### config.mk
export PLATFORM = sky130hd
export DESIGN_NAME = sgsa_div
export DESIGN_NICKNAME = d
export VERILOG_FILES = /design/src/rtl/sgsa_pkg.sv /design/src/rtl/sgsa_div.sv
export SDC_FILE = /design/constraint.sdc
export NUM_CORES = 2
export LEC_CHECK = 0
export BUFFER_PORTS_ARGS = -buffer_cell sky130_fd_sc_hd__buf_2
export CAP_MARGIN = 30
export CORE_ASPECT_RATIO = 0.5
export CORE_MARGIN = 2
export CORE_UTILIZATION = 63
export DETAILED_ROUTE_END_ITERATION = 10
export HOLD_SLACK_MARGIN = 0.06
export MAX_ROUTING_LAYER = met4
export PLACE_DENSITY = 0.79
export RECOVER_POWER = 25
export REMOVE_ABC_BUFFERS = 1
export SLEW_MARGIN = 20
export SYNTH_ARGS = -nofsm -noshare
export SYNTH_HDL_FRONTEND = slang
export SYNTH_SLANG_ARGS = --single-unit
### constraint.sdc
create_clock -name clk -period 6.15 [get_ports clk]
set_clock_uncertainty 0.15 [all_clocks]
set_input_delay 0.9225 -clock clk [delete_from_list [all_inputs] [get_ports clk]]
set_output_delay 0.9225 -clock clk [all_outputs]
set_load 0.1 [all_outputs]
### src/rtl/sgsa_pkg.sv
// Shared types and constants for the SiLU / GELU / SwiGLU activation unit.
// Used by sgsa_exp, sgsa_div and silu_gelu_swiglu_activation.
`default_nettype none
package sgsa_pkg;

    localparam int XW = 16;

    localparam logic [1:0] MODE_GELU   = 2'd1;
    localparam logic [1:0] MODE_SWIGLU = 2'd2;
    localparam logic       REG_MODE    = 1'b0;

    localparam logic [30:0] ONE_Q30   = 31'h4000_0000;
    localparam logic [29:0] ZMAX_Q24  = 30'h2000_0000;
    localparam logic [30:0] VMAX_Q24  = 31'h4000_0000;
    localparam logic [23:0] LN2_Q24   = 24'd11629080;
    localparam logic [24:0] C2_Q24    = 25'd26772563;
    localparam logic [15:0] A_Q20     = 16'd46887;
    localparam logic [12:0] LN2_RECIP = 13'd5909;
    localparam logic [15:0] UNIT_Q11  = 16'd2048;
    localparam logic [62:0] HALF_Q41  = 63'h100_0000_0000;

    // ceil(2^34 / k) for k = 9 down to 1, one entry per series step.
    localparam logic [34:0] HORNER_RECIP [9] = '{
        35'd1908874354, 35'd2147483648, 35'd2454267027,
        35'd2863311531, 35'd3435973837, 35'd4294967296,
        35'd5726623062, 35'd8589934592, 35'd17179869184
    };

    typedef struct packed {
        logic [XW-1:0] xm;
        logic [XW-1:0] um;
        logic          xneg;
        logic          uneg;
        logic          last;
    } side_t;

endpackage
`default_nettype wire

### src/rtl/sgsa_div.sv
// Pipelined rounded reciprocal: floor((2^60 + d/2) / d) with d = 2^30 + e,
// one quotient bit per stage. Depends on sgsa_pkg.
`default_nettype none
module sgsa_div (
    input  logic            clk,
    input  logic            rst_n,
    input  logic            en,
    input  logic            in_valid,
    input  logic [30:0]     e,
    input  sgsa_pkg::side_t in_side,
    output logic            out_valid,
    output logic [30:0]     s,
    output sgsa_pkg::side_t out_side
);
    import sgsa_pkg::*;

    localparam logic [30:0] REM_INIT = 31'h2000_0000;

    logic        d0_valid_reg;
    logic [31:0] d0_d_reg;
    side_t       d0_side_reg;

    logic        dv_valid_reg [31];
    logic [31:0] dv_d_reg     [31];
    logic [30:0] dv_rem_reg   [31];
    logic [30:0] dv_q_reg     [31];
    side_t       dv_side_reg  [31];

    always_ff @(posedge clk or negedge rst_n)
    begin
        if (!rst_n)
        begin
            d0_valid_reg <= 1'b0;
        end
        else if (en)
        begin
            d0_valid_reg <= in_valid;
        end
    end

    always_ff @(posedge clk)
    begin
        if (en)
        begin
            d0_d_reg    <= 32'(ONE_Q30) + 32'(e);
            d0_side_reg <= in_side;
        end
    end

    for (genvar j = 0; j < 31; j++)
    begin : g_bit
        logic        v_in;
        logic [31:0] d_in;
        logic [30:0] rem_in;
        logic [30:0] q_in;
        side_t       side_in;
        logic [31:0] rem_sh;
        logic        take;

        if (j == 0)
        begin : g_first
            assign v_in    = d0_valid_reg;
            assign d_in    = d0_d_reg;
            assign rem_in  = REM_INIT;
            assign q_in    = '0;
            assign side_in = d0_side_reg;
        end
        else
        begin : g_rest
            assign v_in    = dv_valid_reg[j-1];
            assign d_in    = dv_d_reg[j-1];
            assign rem_in  = dv_rem_reg[j-1];
            assign q_in    = dv_q_reg[j-1];
            assign side_in = dv_side_reg[j-1];
        end

        assign rem_sh = {rem_in, d_in[31-j]};
        assign take   = rem_sh >= d_in;

        always_ff @(posedge clk or negedge rst_n)
        begin
            if (!rst_n)
            begin
                dv_valid_reg[j] <= 1'b0;
            end
            else if (en)
            begin
                dv_valid_reg[j] <= v_in;
            end
        end

        always_ff @(posedge clk)
        begin
            if (en)
            begin
                dv_d_reg[j]    <= d_in;
                dv_rem_reg[j]  <= take ? 31'(rem_sh - d_in) : rem_sh[30:0];
                dv_q_reg[j]    <= {q_in[29:0], take};
                dv_side_reg[j] <= side_in;
            end
        end
    end

    assign out_valid = dv_valid_reg[30];
    assign s         = dv_q_reg[30];
    assign out_side  = dv_side_reg[30];

endmodule
`default_nettype wire

==> out/summary.txt <==
Pwr per Cell Area: 483 mW/mm²
Total power: 88.3 mW
Num ports: 137
CP peak stage delay: 0.72 ns
Port Buffers: 136
Share of the synthesized area in the top cell type: 63.8%
Worst slew pin tran: 1.10 ns
Cts repair resizes: 0
GRT Total Usage: 24.5%
Post-synthesis instance area: 0.166 mm²
Worst vdd ir: 0.269 mV
Worst path slowest cell: o31a_2
Fin. Hold Viols: 0
Final period utilization: 76.8%
Clock sinks: 3,570
Count of cell types in the netlist: 96
Crit path required time: 6.62 ns
Minimum clock period: 4.72 ns
XOR/XNOR share of the synthesized area: 4.00%
Cells after Synth: 12,600
Syn. warnings: 0
Post-synthesis mux area share: 2.46%
Initial antenna violation count: 1
Routed WL: 321,000 µm
H-tree Lvls: 5
Clock root buffer: clkbuf_16
Syn avg cell area: 13.2 µm²
Worst path cell trace: inv_1 > ha_1 > fa_1 > nand2b_1 > a21o_1 > a311oi_1 > o41ai_1 > o21ai_1 > a221o_1 > a21o_1 > a21oi_1 > o31a_2 > mux2_2
Slew Viols, Final: 0
Layout fillers: 17,700
Vias in the first global route: 99,800
ANT nets after route: 0
Die width: 731 µm
CP Buf/Inv Count: 1
CTS Buf Count: 317
Pleak: 72.4 nW
Clock transition at path regs: 0.07 ns
Achievable frequency: 0.212 GHz
Synth cell count leaders: edfxtp_1, inv_1, a21oi_1
Status: finished clean
CP Class: flop to flop
Final non-filler cell total: 16,700
Flops & latches, synth: 3,570
Fin Setup TNS: 0 ns
Nets: 14,100
Async S/R FF share, synth: 0.896%
Clock tree buffer depth: 4
Top_reg_cell synth: edfxtp_1
GR Overflow Total: 0
EDFF count, synth: 3,538
WP data arrival: 5.19 ns
Relative slew slack: 26.2%
Worst path top cell family by delay: compound AO/OA/AOI/OAI gates
Count leader, synth: edfxtp_1
Core ar.: 0.263 mm²
Worst R2R Setup Slack: 1.43 ns
Synth Area in Simple Gates: 6.91%
Drt initial violations: 6,186
Die H: 367 µm
Nature of the critical path endpoint: flop
Share of cells above drive strength 1: 8.78%
Final setup viols: 0
CTS tree: built
First-pass GRT wire length: 512,000 µm
Largest register FFs: 1,085
Max cap viols: 0
HPWL Detailed: 225,000 µm
Largest cells by area after synthesis: edfxtp_1, ha_1, a21oi_1, inv_1, mux2_2
Crit path max fanout: 32
Post-synthesis adder-cell area fraction: 7.58%
Area growth, synth to finish: 9.90%
Sequential area share after synthesis: 64.3%
Synth Area in Compound Gates: 11.6%
DRT Pass-1 Iters: 6
Hold Path Class: input pin to flop
Synth area leader: edfxtp_1
Drc violations: 0
Starting Density: 63.4%
Antenna Cells: 0
Most common cell on crit path: a21o_1
Die ar.: 0.269 mm²
Largest family of logic cells by synthesized area: compound AO/OA/AOI/OAI gates
Crit path launch type: flop
Gpl congestion: 0.968
Cell Rows: 133
Vias per std cell: 5.81
Largest net degree at the start of global routing: 184
Placed cell count: 16,100
Routed WL per cell: 19.2 µm
Sequential standard cell area: 0.107 mm²
Total number of vias: 97,200
RSZ-0062 raised after global routing: false
Clk_lat worst skew: 0.89 ns
Multi-input logic area: 0.0543 mm²
-- worst reg2reg max path: cells and delay by family, from the launching register on --
family | cells | cell delay [ns]
fa+ha+maj | 2 | 0.43
flops | 1 | 0.40
buf+inv | 1 | 0.17
simple gates | 1 | 0.14
compound gates | 8 | 2.74
mux | 1 | 0.44
-- logic make-up after synthesis --
| group | count (synthesis) |
|---|---|
| buf+inv | 1391 |
| compound gates | 3076 |
| flops | 3570 |
| mux | 366 |
| simple gates | 2437 |
| xor+xnor | 761 |
| fa+ha+maj | 991 |
-- power breakdown --
part | internal [mW] | total [mW] | switching [mW] | leakage, nW
clock | 11.1 | 19.9 | 8.83 | 4.99
combinational | 14.2 | 33.3 | 19.0 | 32.3
sequential | 32.9 | 35.1 | 2.25 | 35.1
-- area by class of cell --
type / instances / share of cell area (%)
flip-flops and latches: 3570 / 58.5
multi-input cells: 7631 / 29.7
clock buffers: 377 / 4.55
well taps: 3510 / 2.40
inverters: 1147 / 2.35
repair buffers: 324 / 1.44
clock inverters: 188 / 1.06
-- metrics by stage --
| stage | setup slack, ns | hold slack, ns | cell area [µm²] | util, % |
|---|---|---|---|---|
| after floorplan | 0.245 | 0.250 | 165000 | - |
| after global placement | 1.50 | 0.250 | 172000 | 65.4 |
| after detailed placement | 1.43 | 0.255 | 172000 | 65.4 |
| after CTS | 1.41 | 0.0705 | 183000 | 69.6 |
| after global routing | 1.12 | 0.186 | 183000 | 69.6 |
| final | 1.43 | 0.241 | 183000 | 69.6 |
-- what timing repair did --
| action | CTS | global route |
|---|---|---|
| hold buffers | 64 | 0 |
| endpoints found under the hold margin | 95 | 0 |
| endpoints found under the setup margin | 0 | 0 |
| setup buffers | 0 | 0 |
-- cell usage in the layout (no fill, tap or decap), types with 65 or more instances in the layout --
master | Yosys | final
edfxtp_1 | 3538 | 3538
inv_1 | 1146 | 1146
a21oi_1 | 1010 | 1007
ha_1 | 962 | 962
nor2_1 | 743 | 742
o21ai_0 | 712 | 712
nand2_1 | 692 | 692
a21o_1 | 460 | 460
xnor2_1 | 431 | 431
mux2_2 | 346 | 346
xor2_1 | 330 | 330
clkbuf_16 | 0 | 324
nand4_1 | 158 | 158
o21a_1 | 157 | 157
nand3_1 | 144 | 144
nor2b_1 | 139 | 139
buf_2 | 31 | 132
nor3_1 | 126 | 126
nand2b_1 | 114 | 114
buf_4 | 4 | 93
o21bai_1 | 91 | 91
a31oi_1 | 90 | 89
and3_1 | 84 | 84
o31ai_1 | 75 | 74
clkinv_1 | 0 | 67
a211oi_1 | 66 | 65
-- metal layers --
layer	vias up	global-route usage (%)	part of all wire [%]
li1	47600	-	-
met5	-	-	0
met4	0	12.3	5.6
met1	46400	26.2	38
met2	2282	45.1	53
met3	979	2.70	3.2
-- path summary, 6_finish.rpt --
kind / from / end / cells past startpoint
setup / recovery: dv_d_reg[15][15] / dv_rem_reg[16][14] / 13
hold / removal: in_side[16] / d0_side_reg[16] / 1
setup reg to reg: dv_d_reg[15][15] / dv_rem_reg[16][14] / 13
hold reg to reg: dv_q_reg[20][19] / dv_q_reg[21][20] / 0
max in group asynchronous: rst_n / g_bit[10].v_in / 2
min in group asynchronous: rst_n / g_bit[23].v_in / 2
No activity file was read; power rests on OpenSTA's default activity.
